`config.mk`:
```
export PLATFORM = sky130hd
export DESIGN_NAME = shelf_rect_packer_unit_flat
export DESIGN_NICKNAME = d
export VERILOG_FILES = /design/src/hw/rtl/srp_pkg.sv /design/src/hw/rtl/srp_stream_if.sv /design/src/hw/rtl/shelf_rect_packer_unit.sv /design/src/hw/rtl/srp_page_store.sv /design/src/flat_wrapper.sv
export SDC_FILE = /design/constraint.sdc
export NUM_CORES = 1
export LEC_CHECK = 0
export BUFFER_PORTS_ARGS = -buffer_cell sky130_fd_sc_hd__buf_2
export CELL_PAD_IN_SITES_DETAIL_PLACEMENT = 1
export CELL_PAD_IN_SITES_GLOBAL_PLACEMENT = 2
export CORE_MARGIN = 2
export CORE_UTILIZATION = 50
export CTS_BUF_LIST = sky130_fd_sc_hd__clkbuf_4 sky130_fd_sc_hd__clkbuf_8
export DETAILED_ROUTE_END_ITERATION = 7
export PLACE_DENSITY = 0.92
export SLEW_MARGIN = 20
export SYNTH_ARGS = -nofsm -noshare
export SYNTH_HDL_FRONTEND = slang
export SYNTH_SLANG_ARGS = --single-unit
```
`constraint.sdc`:
```
create_clock -name i_clk -period 7.8 [get_ports i_clk]
set_input_delay 1.56 -clock i_clk [delete_from_list [all_inputs] [get_ports i_clk]]
set_output_delay 1.56 -clock i_clk [all_outputs]
set_load 0.02 [all_outputs]
```
`src/hw/rtl/srp_pkg.sv`:
```
// ----------------------------------------------------------------------------
// srp_pkg
// Shared types and constants of the shelf rectangle packer: transfer payloads,
// status codes, register indexes and default sizes.
// ----------------------------------------------------------------------------
`default_nettype none

package srp_pkg;

    localparam int MAX_PAGES_DEF     = 16;
    localparam int MAX_PAGE_SIDE_DEF = 1024;
    localparam int BORDER_DEF        = 1;

    localparam int RECT_W     = 10;
    localparam int PAD_W      = 11;
    localparam int CFG_W      = 11;
    localparam int CFG_IDX_W  = 2;
    localparam int PAGE_IDX_W = 4;
    localparam int POS_W      = 10;

    localparam logic [CFG_W-1:0] CFG_SIDE_RESET = CFG_W'(1024);

    localparam logic [CFG_IDX_W-1:0] REG_PAGE_WIDTH  = CFG_IDX_W'(0);
    localparam logic [CFG_IDX_W-1:0] REG_PAGE_HEIGHT = CFG_IDX_W'(1);

    typedef enum logic [1:0] {
        ST_PLACED   = 2'd0,
        ST_OVERSIZE = 2'd1,
        ST_NO_PAGE  = 2'd2
    } t_status;

    typedef struct packed {
        logic [RECT_W-1:0] rect_width;
        logic [RECT_W-1:0] rect_height;
    } t_rect;

    typedef struct packed {
        t_status               status;
        logic [PAGE_IDX_W-1:0] page_index;
        logic [POS_W-1:0]      pos_x;
        logic [POS_W-1:0]      pos_y;
        logic                  opened_page;
    } t_place;

    typedef struct packed {
        logic [CFG_IDX_W-1:0] index;
        logic [CFG_W-1:0]     value;
    } t_cfg_wr;

endpackage

`default_nettype wire

```
`src/hw/rtl/srp_stream_if.sv`:
```
// ----------------------------------------------------------------------------
// srp_stream_if
// Valid/ready channel carrying one payload per transfer.
// ----------------------------------------------------------------------------
`default_nettype none

interface srp_stream_if #(
    parameter type t_payload = logic
);
    logic     valid;
    logic     ready;
    t_payload data;

    modport source (output valid, output data, input ready);
    modport sink   (input valid, input data, output ready);
endinterface

`default_nettype wire

```
`src/hw/rtl/shelf_rect_packer_unit.sv`:
```
// ----------------------------------------------------------------------------
// shelf_rect_packer_unit
// First-fit shelf packer of bordered rectangles over a set of atlas pages.
//
//   channel  dir  payload                                      ready
//   i_rect   in   rect_width, rect_height                      idle only
//   o_place  out  status, page_index, pos_x, pos_y, opened_page
//   i_cfg    in   index, value (page_width, page_height)       always
//
// An item goes through set-up and an oversize check, then per page tried a memory
// read, width test, optional row wrap and height test, and a new-page step when no
// open page fits; the page scan runs through one shared adder/comparator.
// After reset one empty page exists; no clearing pass.
// A finished result is held in the output register; the next item is taken
// meanwhile and only its final step waits for that register to drain.
// ----------------------------------------------------------------------------
`default_nettype none

module shelf_rect_packer_unit
    import srp_pkg::*;
#(
    parameter int MAX_PAGES     = MAX_PAGES_DEF,
    parameter int MAX_PAGE_SIDE = MAX_PAGE_SIDE_DEF,
    parameter int BORDER        = BORDER_DEF
) (
    input  wire logic   i_clk,
    input  wire logic   i_rst_n,
    srp_stream_if.sink   i_rect,
    srp_stream_if.source o_place,
    srp_stream_if.sink   i_cfg
);

    localparam int SW = $clog2(MAX_PAGE_SIDE + 1);
    localparam int DW = ((SW > PAD_W) ? SW : PAD_W) + 1;
    localparam int AW = (MAX_PAGES > 1) ? $clog2(MAX_PAGES) : 1;
    localparam int NW = $clog2(MAX_PAGES + 1);

    typedef enum logic [6:0] {
        S_IDLE  = 7'b0000001,
        S_CHECK = 7'b0000010,
        S_READ  = 7'b0000100,
        S_FITX  = 7'b0001000,
        S_WRAP  = 7'b0010000,
        S_FITY  = 7'b0100000,
        S_NEWPG = 7'b1000000
    } t_state;

    t_state r_state, n_state;

    logic [CFG_W-1:0] r_page_width, r_page_height;
    logic [NW-1:0]    r_pages, n_pages;
    logic [NW-1:0]    r_n, n_n;
    logic [NW-1:0]    r_p, n_p;
    logic [DW-1:0]    r_pw, n_pw, r_ph, n_ph;
    logic [DW-1:0]    r_w, n_w, r_h, n_h;
    logic [DW-1:0]    r_cx, n_cx, r_cy, n_cy, r_tall, n_tall, r_nx, n_nx;
    logic             r_out_valid, n_out_valid;
    t_place           r_out, n_out;

    logic [DW-1:0]    alu_a, alu_b, alu_lim, alu_sum;
    logic             alu_gt;
    logic [DW-1:0]    w_clamp, h_clamp;
    logic             can_load;
    logic [NW-1:0]    p_next;
    logic [DW-1:0]    tall_max;

    logic             rd_en, wr_en;
    logic [AW-1:0]    rd_addr, wr_addr;
    logic [SW-1:0]    wr_cx, wr_cy, wr_tall;
    logic [SW-1:0]    rd_cx, rd_cy, rd_tall;

    srp_page_store #(
        .DEPTH (MAX_PAGES),
        .AW    (AW),
        .SW    (SW)
    ) u_store (
        .i_clk     (i_clk),
        .i_rst_n   (i_rst_n),
        .i_rd_en   (rd_en),
        .i_rd_addr (rd_addr),
        .i_wr_en   (wr_en),
        .i_wr_addr (wr_addr),
        .i_wr_cx   (wr_cx),
        .i_wr_cy   (wr_cy),
        .i_wr_tall (wr_tall),
        .o_rd_cx   (rd_cx),
        .o_rd_cy   (rd_cy),
        .o_rd_tall (rd_tall)
    );

    // shared adder and limit compare
    assign alu_sum = alu_a + alu_b;
    assign alu_gt  = alu_sum > alu_lim;

    always_comb begin
        w_clamp = DW'(r_page_width);
        h_clamp = DW'(r_page_height);
        if (w_clamp > DW'(MAX_PAGE_SIDE)) begin
            w_clamp = DW'(MAX_PAGE_SIDE);
        end
        if (h_clamp > DW'(MAX_PAGE_SIDE)) begin
            h_clamp = DW'(MAX_PAGE_SIDE);
        end
    end

    assign can_load  = !r_out_valid || o_place.ready;
    assign p_next    = r_p + NW'(1);
    assign tall_max  = (r_tall > r_ph) ? r_tall : r_ph;

    assign i_rect.ready  = (r_state == S_IDLE);
    assign i_cfg.ready   = 1'b1;
    assign o_place.valid = r_out_valid;
    assign o_place.data  = r_out;

    always_comb begin
        n_state     = r_state;
        n_pages     = r_pages;
        n_n         = r_n;
        n_p         = r_p;
        n_pw        = r_pw;
        n_ph        = r_ph;
        n_w         = r_w;
        n_h         = r_h;
        n_cx        = r_cx;
        n_cy        = r_cy;
        n_tall      = r_tall;
        n_nx        = r_nx;
        n_out_valid = r_out_valid && !o_place.ready;
        n_out       = r_out;
        alu_a       = '0;
        alu_b       = '0;
        alu_lim     = '0;
        rd_en       = 1'b0;
        rd_addr     = r_p[AW-1:0];
        wr_en       = 1'b0;
        wr_addr     = r_p[AW-1:0];
        wr_cx       = r_nx[SW-1:0];
        wr_cy       = r_cy[SW-1:0];
        wr_tall     = tall_max[SW-1:0];

        unique case (r_state)
            S_IDLE: begin
                if (i_rect.valid) begin
                    n_pw    = DW'(i_rect.data.rect_width) + DW'(2 * BORDER);
                    n_ph    = DW'(i_rect.data.rect_height) + DW'(2 * BORDER);
                    n_w     = w_clamp;
                    n_h     = h_clamp;
                    n_n     = r_pages;
                    n_state = S_CHECK;
                end
            end
            S_CHECK: begin
                if ((r_pw > r_w) || (r_ph > r_h)) begin
                    if (can_load) begin
                        n_out_valid = 1'b1;
                        n_out       = '{status: ST_OVERSIZE, default: '0};
                        n_state     = S_IDLE;
                    end
                end else begin
                    n_p     = '0;
                    n_state = S_READ;
                end
            end
            S_READ: begin
                rd_en   = 1'b1;
                n_state = S_FITX;
            end
            S_FITX: begin
                alu_a   = DW'(rd_cx);
                alu_b   = r_pw;
                alu_lim = r_w;
                n_cy    = DW'(rd_cy);
                n_tall  = DW'(rd_tall);
                if (alu_gt) begin
                    n_cx    = '0;
                    n_nx    = r_pw;
                    n_state = S_WRAP;
                end else begin
                    n_cx    = DW'(rd_cx);
                    n_nx    = alu_sum;
                    n_state = S_FITY;
                end
            end
            S_WRAP: begin
                alu_a   = r_cy;
                alu_b   = r_tall;
                n_cy    = alu_sum;
                n_tall  = '0;
                n_state = S_FITY;
            end
            S_FITY: begin
                alu_a   = r_cy;
                alu_b   = r_ph;
                alu_lim = r_h;
                if (!alu_gt) begin
                    if (can_load) begin
                        wr_en       = 1'b1;
                        n_out_valid = 1'b1;
                        n_out       = '{status:      ST_PLACED,
                                        page_index:  PAGE_IDX_W'(r_p),
                                        pos_x:       POS_W'(r_cx + DW'(BORDER)),
                                        pos_y:       POS_W'(r_cy + DW'(BORDER)),
                                        opened_page: 1'b0};
                        n_state     = S_IDLE;
                    end
                end else begin
                    n_p     = p_next;
                    n_state = (p_next == r_n) ? S_NEWPG : S_READ;
                end
            end
            S_NEWPG: begin
                wr_addr = r_n[AW-1:0];
                wr_cx   = r_pw[SW-1:0];
                wr_cy   = '0;
                wr_tall = r_ph[SW-1:0];
                if (can_load) begin
                    n_out_valid = 1'b1;
                    n_state     = S_IDLE;
                    if (r_n >= NW'(MAX_PAGES)) begin
                        n_out = '{status: ST_NO_PAGE, default: '0};
                    end else begin
                        wr_en   = 1'b1;
                        n_pages = r_n + NW'(1);
                        n_out   = '{status:      ST_PLACED,
                                    page_index:  PAGE_IDX_W'(r_n),
                                    pos_x:       POS_W'(BORDER),
                                    pos_y:       POS_W'(BORDER),
                                    opened_page: 1'b1};
                    end
                end
            end
            default: begin
                n_state = S_IDLE;
            end
        endcase
    end

    always_ff @(posedge i_clk) begin
        if (!i_rst_n) begin
            r_state       <= S_IDLE;
            r_pages       <= NW'(1);
            r_out_valid   <= 1'b0;
            r_page_width  <= CFG_SIDE_RESET;
            r_page_height <= CFG_SIDE_RESET;
        end else begin
            r_state     <= n_state;
            r_pages     <= n_pages;
            r_out_valid <= n_out_valid;
            if (i_cfg.valid) begin
                unique case (i_cfg.data.index)
                    REG_PAGE_WIDTH:  r_page_width  <= i_cfg.data.value;
                    REG_PAGE_HEIGHT: r_page_height <= i_cfg.data.value;
                    default: begin
                    end
                endcase
            end
        end
    end

    always_ff @(posedge i_clk) begin
        r_n    <= n_n;
        r_p    <= n_p;
        r_pw   <= n_pw;
        r_ph   <= n_ph;
        r_w    <= n_w;
        r_h    <= n_h;
        r_cx   <= n_cx;
        r_cy   <= n_cy;
        r_tall <= n_tall;
        r_nx   <= n_nx;
        r_out  <= n_out;
    end

endmodule

`default_nettype wire

```
`src/hw/rtl/srp_page_store.sv`:
```
// ----------------------------------------------------------------------------
// srp_page_store
// Per-page row state (cursor, row top, tallest item) in a memory with one read
// and one write port and registered read; page 0 reads as empty until first written.
// ----------------------------------------------------------------------------
`default_nettype none

module srp_page_store #(
    parameter int DEPTH = 16,
    parameter int AW    = 4,
    parameter int SW    = 11
) (
    input  wire logic          i_clk,
    input  wire logic          i_rst_n,
    input  wire logic          i_rd_en,
    input  wire logic [AW-1:0] i_rd_addr,
    input  wire logic          i_wr_en,
    input  wire logic [AW-1:0] i_wr_addr,
    input  wire logic [SW-1:0] i_wr_cx,
    input  wire logic [SW-1:0] i_wr_cy,
    input  wire logic [SW-1:0] i_wr_tall,
    output logic      [SW-1:0] o_rd_cx,
    output logic      [SW-1:0] o_rd_cy,
    output logic      [SW-1:0] o_rd_tall
);

    logic [3*SW-1:0] r_mem [DEPTH];
    logic [3*SW-1:0] r_rd;
    logic            r_rd_blank;
    logic            r_p0_valid;

    always_ff @(posedge i_clk) begin
        if (i_wr_en) begin
            r_mem[i_wr_addr] <= {i_wr_cx, i_wr_cy, i_wr_tall};
        end
        if (i_rd_en) begin
            r_rd       <= r_mem[i_rd_addr];
            r_rd_blank <= (i_rd_addr == '0) && !r_p0_valid;
        end
    end

    always_ff @(posedge i_clk) begin
        if (!i_rst_n) begin
            r_p0_valid <= 1'b0;
        end else if (i_wr_en && (i_wr_addr == '0)) begin
            r_p0_valid <= 1'b1;
        end
    end

    assign o_rd_cx   = r_rd_blank ? '0 : r_rd[3*SW-1:2*SW];
    assign o_rd_cy   = r_rd_blank ? '0 : r_rd[2*SW-1:SW];
    assign o_rd_tall = r_rd_blank ? '0 : r_rd[SW-1:0];

endmodule

`default_nettype wire

```
`src/flat_wrapper.sv`:
```
// flat-port wrapper written by rule: the top's interface ports become plain ports
module shelf_rect_packer_unit_flat import srp_pkg::*;
#(
    parameter int MAX_PAGES     = MAX_PAGES_DEF,
    parameter int MAX_PAGE_SIDE = MAX_PAGE_SIDE_DEF,
    parameter int BORDER        = BORDER_DEF
)
  (i_clk, i_rst_n, i_rect_valid, i_rect_data, i_rect_ready, o_place_valid, o_place_data, o_place_ready, i_cfg_valid, i_cfg_data, i_cfg_ready);
  srp_stream_if #(.t_payload(t_rect)) i_rect_i ();
  srp_stream_if #(.t_payload(t_place)) o_place_i ();
  srp_stream_if #(.t_payload(t_cfg_wr)) i_cfg_i ();
  input  wire logic i_clk;
  input  wire logic i_rst_n;
  input wire logic [$bits(i_rect_i.valid)-1:0] i_rect_valid;
  input wire logic [$bits(i_rect_i.data)-1:0] i_rect_data;
  output wire logic [$bits(i_rect_i.ready)-1:0] i_rect_ready;
  output wire logic [$bits(o_place_i.valid)-1:0] o_place_valid;
  output wire logic [$bits(o_place_i.data)-1:0] o_place_data;
  input wire logic [$bits(o_place_i.ready)-1:0] o_place_ready;
  input wire logic [$bits(i_cfg_i.valid)-1:0] i_cfg_valid;
  input wire logic [$bits(i_cfg_i.data)-1:0] i_cfg_data;
  output wire logic [$bits(i_cfg_i.ready)-1:0] i_cfg_ready;
  assign i_rect_i.valid = i_rect_valid;
  assign i_rect_i.data = i_rect_data;
  assign i_rect_ready = i_rect_i.ready;
  assign o_place_valid = o_place_i.valid;
  assign o_place_data = o_place_i.data;
  assign o_place_i.ready = o_place_ready;
  assign i_cfg_i.valid = i_cfg_valid;
  assign i_cfg_i.data = i_cfg_data;
  assign i_cfg_ready = i_cfg_i.ready;
  shelf_rect_packer_unit #(.MAX_PAGES(MAX_PAGES), .MAX_PAGE_SIDE(MAX_PAGE_SIDE), .BORDER(BORDER)) u_core (.i_clk(i_clk), .i_rst_n(i_rst_n), .i_rect(i_rect_i), .o_place(o_place_i), .i_cfg(i_cfg_i));
endmodule
```
==> out/metrics.cfg, run 1 <==
[min_path]
holdPathStages=0
hold_path_class=flop to flop
min_from=u_core.r_pages[1]$_SDFFE_PN0P_
whs_endpoint=u_core.r_n[1]$_DFFE_PP_

[drt]
drt-total-wl_mm=81.0
dr.pass1.iters=8
drtIter0Drc=1745
wire_per_inst_um=29.7
viasPerCell=6.14
antenna_violating_nets_post_route=0
num_vias=16700
drc_errors=0

[worst_setup_path]
r2r_slack_ns=0.77
end_kind=flop
critPathMaxFanout=24
crit_top_cell=buf_4
path_cells=nor3_1 > nand4b_1 > clkinv_1 > buf_4 > a222oi_1 > inv_1 > ha_1 > o21ai_0 > o21a_1 > o21bai_1 > a21oi_1 > o311ai_0 > ha_1 > nand4_1 > nor2_1 > o21ai_0 > a311oi_1 > buf_4 > o31ai_2 > nand2_2 > nor3_2 > buf_4
slowest_stage=nor3_2
startpoint=u_core.r_state[2]$_SDFFE_PN0P_
startpoint_type=flop
critical_path.top_delay_family=compound AO/OA/AOI/OAI gates
crit_required_ns=8.18
worstPathArrival_ns=7.40
critPathKind=flop to flop
worst_r2r_path_depth=22
cp.buffers_inverters=5
reg2reg_from=u_core.r_state[2]$_SDFFE_PN0P_
max_stage_delay_ns=0.85
timing.rr.end=u_core.u_store.r_mem[0][1]$_DFFE_PP_

[synth]
syn_area_per_cell_um2=17.6
syn_inst=1712
syn_area_um2=30100
synth_enable_flop_cells=687
synthArstFlopShare_pct=0
synth_seq_cells=723
synth_nets=1813
ys_seq_area_share_pct=70.8
synth.distinct_cells=70
yosys_warnings=0
yosys_most_used_dff=edfxtp_1

[timing]
setup_ws_ns=0.772
rsz0062_at_grt=no
drv_slew=0
fin_crit_ns=7.03
relSlewSlack_pct=22.9
period_share_pct=90.1
setup_violations=0
holdWs_ns=0.434
skew_ns=0.0436
hold_viol_final=0
max_clock_freq_ghz=0.142
setup_tns_ns=0
worst_slew_pin_slew_ns=1.15

[cells_and_area]
layout_commonest_cell=edfxtp_1
final_cell_mix=edfxtp_1, mux4_2, nand2_1
drive_gt1_share_pct=25.4
antenna_cells=0
syn_to_final_growth_pct=12.3
fillers=5420
fin_nets=1952

[grt]
grt_pass1_vias=17700
grtUsageTotal_pct=26.5
grt_pass1_wl_mm=119
grt_max_degree=72
grt.overflow.total=0
antenna_found_initial=2

[cts]
cts_resized=0
cts_max_level=3
cts_inserted_buffers=112
cts_root_buf=clkbuf_8
postCtsHoldBufs=0
clock_latency_ns=0.75
cts_tree=yes
clkSinkCount=723
clkTransAtPathRegs_ns=0.06
clk_path_buf_depth=3
post_cts_buffers=0

[die]
die_h_um=250
start_util_pct=50.2
placeableCoreArea_um2=60000
die_width_um=250
num_io_pins=68
dieArea_um2=62300
row_count=90

[placed_design]
portBuffers=66
dp_slack_ns=0.866
dp_hpwl_mm=51.1
gp_congestion=0.904

[power_and_ir_drop]
cellLeakagePower_nw=11.4
ir_worst_vdd_uv=235
power.density_nw_per_um2=253
finalPower_mw=8.55

[status]
status=complete, no violations

[job]
maxCapViolCount=0

[final cells by class]
type	instances	area [um^2]	area share [%]
clock buffer	148	1820	5.37
clock inverter	61	417	1.23
inverter	67	251	0.743
multi-input combinational	840	8350	24.7
sequential	723	21400	63.1
tap	782	978	2.89
timing repair buffer	107	671	1.98
[routing by layer]
metal	wire length, um	vias to the layer above	GRT usage (%)
met5	13	-	0
met2	39600	855	42.8
met1	32700	8650	36.0
li1	-	7051	-
met4	2560	2	9.60
met3	6160	191	5.49
[sequential cells by signal (all words and copies together), names as in the netlist]
| register | count |
|---|---|
| u_core.u_store.r_rd_blank | 1 |
| u_core.u_store.r_p0_valid | 1 |
| u_core.u_store.r_mem | 528 |
| u_core.o_place.valid | 1 |
| u_core.r_state | 7 |
| u_core.r_h | 11 |
| u_core.u_store.r_rd | 33 |
| u_core.r_w | 11 |
| u_core.r_n | 5 |
| u_core.r_pages | 5 |
| u_core.r_pw | 11 |
| u_core.r_cx | 10 |
| u_core.o_place.data | 27 |
| u_core.r_ph | 11 |
| u_core.r_p | 5 |
| u_core.r_nx | 11 |
| u_core.r_tall | 11 |
| u_core.r_cy | 12 |
| u_core.r_page_width | 11 |
| u_core.r_page_height | 11 |
[cell families (layout without fill, tap and decap cells)]
group / after synthesis / after routing / share of synthesized area (%)
AO/OA/AOI/OAI: 147 / 147 / 3.40
adder cells (fa/ha/maj): 63 / 63 / 2.64
AND/OR/NAND/NOR: 382 / 382 / 6.29
multiplexers: 200 / 200 / 13.5
other: 1 / 1 / 0.0124
XOR/XNOR: 47 / 47 / 1.37
buffers and inverters: 149 / 383 / 1.91
flip-flops: 723 / 723 / 70.8
[how the worst max path moves through the flow]
stage,endpoint,cells after the start,slack (ns)
global placement,u_core.u_store.r_mem[0][10]$_DFFE_PP_,22,1.14
CTS,u_core.u_store.r_mem[0][21]$_DFFE_PP_,22,0.79
finish,u_core.u_store.r_mem[0][1]$_DFFE_PP_,22,0.77
global route,u_core.u_store.r_mem[8][28]$_DFFE_PP_,22,0.29
detailed placement,u_core.u_store.r_mem[0][9]$_DFFE_PP_,22,0.87
floorplan,u_core.u_store.r_mem[8][0]$_DFFE_PP_,22,0.71
[cell usage after synthesis (31+ instances only)]
library cell  number  share of area [%]
edfxtp_1         687                 68
nand3_1           36               0.60
dfxtp_1           36                2.4
clkbuf_1          57               0.71
mux4_2           165                 12
nor2_1            70               0.87
o21ai_0           41               0.68
ha_1              62                2.6
nor2b_1           47               0.98
and2_1            31               0.64
nand2_1          120                1.5
inv_1             65               0.81
[through the flow]
stage,utilization (%),std cells,instance area (um^2)
after CTS,56.3,2727,33800
after detailed placement,52.6,2518,31600
after floorplan,-,1712,30100
final,56.4,2728,33800
after global placement,52.6,2518,31600
after global routing,56.4,2728,33800
[report_power, final]
group	leakage (nW)	switching, mW	internal (mW)
sequential	6.34	0.139	4.41
clock	1.17	1.52	1.67
combinational	3.87	0.499	0.315
Power figures use the tool's default switching activity.
==> run 2: changes to the inputs <==
- CORE_UTILIZATION: 50 -> 48
- CTS_BUF_LIST: sky130_fd_sc_hd__clkbuf_4 sky130_fd_sc_hd__clkbuf_8 -> sky130_fd_sc_hd__clkbuf_16
- MAX_ROUTING_LAYER: default -> met4
- PLACE_DENSITY: 0.92 -> 0.89
==> run 2 against run 1 <==
  * Clock skew decreased by 0.0090 ns
  * Worst setup slack got worse by 0.036 ns
  * Critical path depth unchanged
  * Core utilization decreased by 1.3 points
  * Sequential power about the same
  * Combinational power increased by 3.8%
  * Wire length decreased by 3.5%
  * Clock power increased by 10%
  * Power increased by 4.0%
  * Die area increased by 4.1%
  * Cell area increased by 0.74%
  * Critical endpoint is now u_core.u_store.r_mem[6][0]$_DFFE_PP_
  * Largest power group unchanged
==> out/metrics.cfg, run 2 (synthesis results as in run 1) <==
[status]
status=complete, no violations

[timing]
max_clock_freq_ghz=0.142
holdWs_ns=0.437
relSlewSlack_pct=19.7
setup_ws_ns=0.736
setup_tns_ns=0
setup_violations=0
hold_viol_final=0
period_share_pct=90.6
skew_ns=0.0346
rsz0062_at_grt=no
fin_crit_ns=7.06
worst_slew_pin_slew_ns=1.20
drv_slew=0

[cts]
postCtsHoldBufs=0
cts_resized=0
clock_latency_ns=0.63
cts_tree=yes
cts_root_buf=clkbuf_16
cts_max_level=3
clkSinkCount=723
clk_path_buf_depth=3
clkTransAtPathRegs_ns=0.06
cts_inserted_buffers=75
post_cts_buffers=0

[grt]
grt.overflow.total=0
antenna_found_initial=1
grt_pass1_vias=17000
grt_max_degree=114
grtUsageTotal_pct=25.6
grt_pass1_wl_mm=116

[power_and_ir_drop]
ir_worst_vdd_uv=218
cellLeakagePower_nw=11.4
power.share.combinational_pct=9.5
switching_share_pct=24.5
power.density_nw_per_um2=261
intPower_mw=6.72
p_switching_mw=2.18
power_frac_clock_pct=39.6
finalPower_mw=8.89
p_seq_share_pct=50.9

[worst_setup_path]
worstPathArrival_ns=7.38
path_cells=or3_4 > nor2_1 > and3b_1 > buf_4 > a222oi_1 > inv_1 > ha_1 > nor2b_1 > o21ai_0 > a21oi_1 > o31ai_1 > xnor2_1 > ha_1 > nand4_1 > nor2_1 > and3_1 > a311oi_1 > buf_4 > o31ai_2 > nand3_1 > nor2_4 > buf_4
critPathKind=flop to flop
worst_r2r_path_depth=22
crit_required_ns=8.12
reg2reg_from=u_core.r_state[1]$_SDFFE_PN0P_
timing.rr.end=u_core.u_store.r_mem[6][0]$_DFFE_PP_
max_stage_delay_ns=0.70
r2r_slack_ns=0.74
critical_path.top_delay_family=simple AND/OR/NAND/NOR gates
crit_top_cell=buf_4
cp.buffers_inverters=4
end_kind=flop
slowest_stage=nor2_4
critPathMaxFanout=21
startpoint_type=flop

[min_path]
min_from=u_core.r_pages[1]$_SDFFE_PN0P_
holdPathStages=0
hold_path_class=flop to flop
whs_endpoint=u_core.r_n[1]$_DFFE_PP_

[placed_design]
gp_congestion=0.974
placed_cell_area_um2=31700
dp_hpwl_mm=53.2
portBuffers=66
dp_slack_ns=0.900

[drt]
wire_per_inst_um=28.9
viasPerCell=6.09
drtIter0Drc=1835
drc_errors=0
num_vias=16500
antenna_violating_nets_post_route=0
dr.pass1.iters=6
drt-total-wl_mm=78.2

[die]
num_io_pins=68
row_count=91
dieArea_um2=64800
placeableCoreArea_um2=61900
die_h_um=255
start_util_pct=48.7
die_width_um=255

[cells_and_area]
layout_commonest_cell=edfxtp_1
final_cell_mix=edfxtp_1, mux4_2, nand2_1
fin_nets=1914
multiInputGateArea_um2=8350
seq_area_um2=21400
syn_to_final_growth_pct=13.1
largest_reg_flops=528
top_register=u_core.u_store.r_mem
final_area_um2=34100
fillers=5645
antenna_cells=0
drive_gt1_share_pct=22.5

[job]
maxCapViolCount=0

## run 2: changes by cell type in the layout (fill, tap and decap cells not counted), moves of 7 or more
| cell | previous run | this run |
|---|---|---|
| clkbuf_8 | 113 | 0 |
| inv_1 | 64 | 82 |
| clkbuf_4 | 35 | 0 |
| clkinv_1 | 33 | 15 |
| clkinv_2 | 18 | 11 |
| clkbuf_16 | 0 | 76 |
## run 2: area by class of cell
cell class,instances,area share [%]
inverter,67,0.738
tap,837,3.07
sequential,723,62.6
timing repair buffer,106,1.96
clock inverter,60,1.52
multi-input combinational,840,24.5
clock buffer,76,5.58
## run 2: power by group through the flow
stage | clock network (mW) | registers, mW | logic, mW
CTS | 3.57 | 4.53 | 0.848
global placement | 0 | 4.61 | 0.787
finish | 3.52 | 4.53 | 0.845
detailed placement | 0 | 4.61 | 0.842
floorplan | 0 | 4.55 | 0.544
global route | 3.69 | 4.54 | 0.908
## run 2: layer usage
metal,up-vias,global-route usage [%],wire [um]
met3,117,4.02,5800
met5,-,-,0
li1,6939,-,-
met2,753,38.2,36400
met4,0,7.00,2020
met1,8697,37.2,33900
## run 2: worst max path at each step
stage / startpoint / endpoint / slack [ns] / cells past startpoint
5_1_grt: u_core.r_state[1]$_SDFFE_PN0P_ / u_core.u_store.r_mem[6][0]$_DFFE_PP_ / 0.21 / 22
4_1_cts: u_core.r_state[1]$_SDFFE_PN0P_ / u_core.u_store.r_mem[6][5]$_DFFE_PP_ / 0.84 / 22
3_3_place_gp: u_core.r_state[1]$_SDFFE_PN0P_ / u_core.u_store.r_mem[6][8]$_DFFE_PP_ / 1.30 / 22
6_report: u_core.r_state[1]$_SDFFE_PN0P_ / u_core.u_store.r_mem[6][0]$_DFFE_PP_ / 0.74 / 22
2_1_floorplan: u_core.r_state[1]$_SDFFE_PN0P_ / u_core.u_store.r_mem[8][0]$_DFFE_PP_ / 0.71 / 22
3_5_place_dp: u_core.r_state[0]$_SDFFE_PN1P_ / u_core.u_store.r_mem[6][0]$_DFFE_PP_ / 0.90 / 22
## run 2: per-stage QoR
stage	cells	utilization, %
final	2709	55.0
after floorplan	1712	-
after global placement	2573	51.1
after detailed placement	2573	51.1
after global routing	2709	55.0
after CTS	2709	55.0
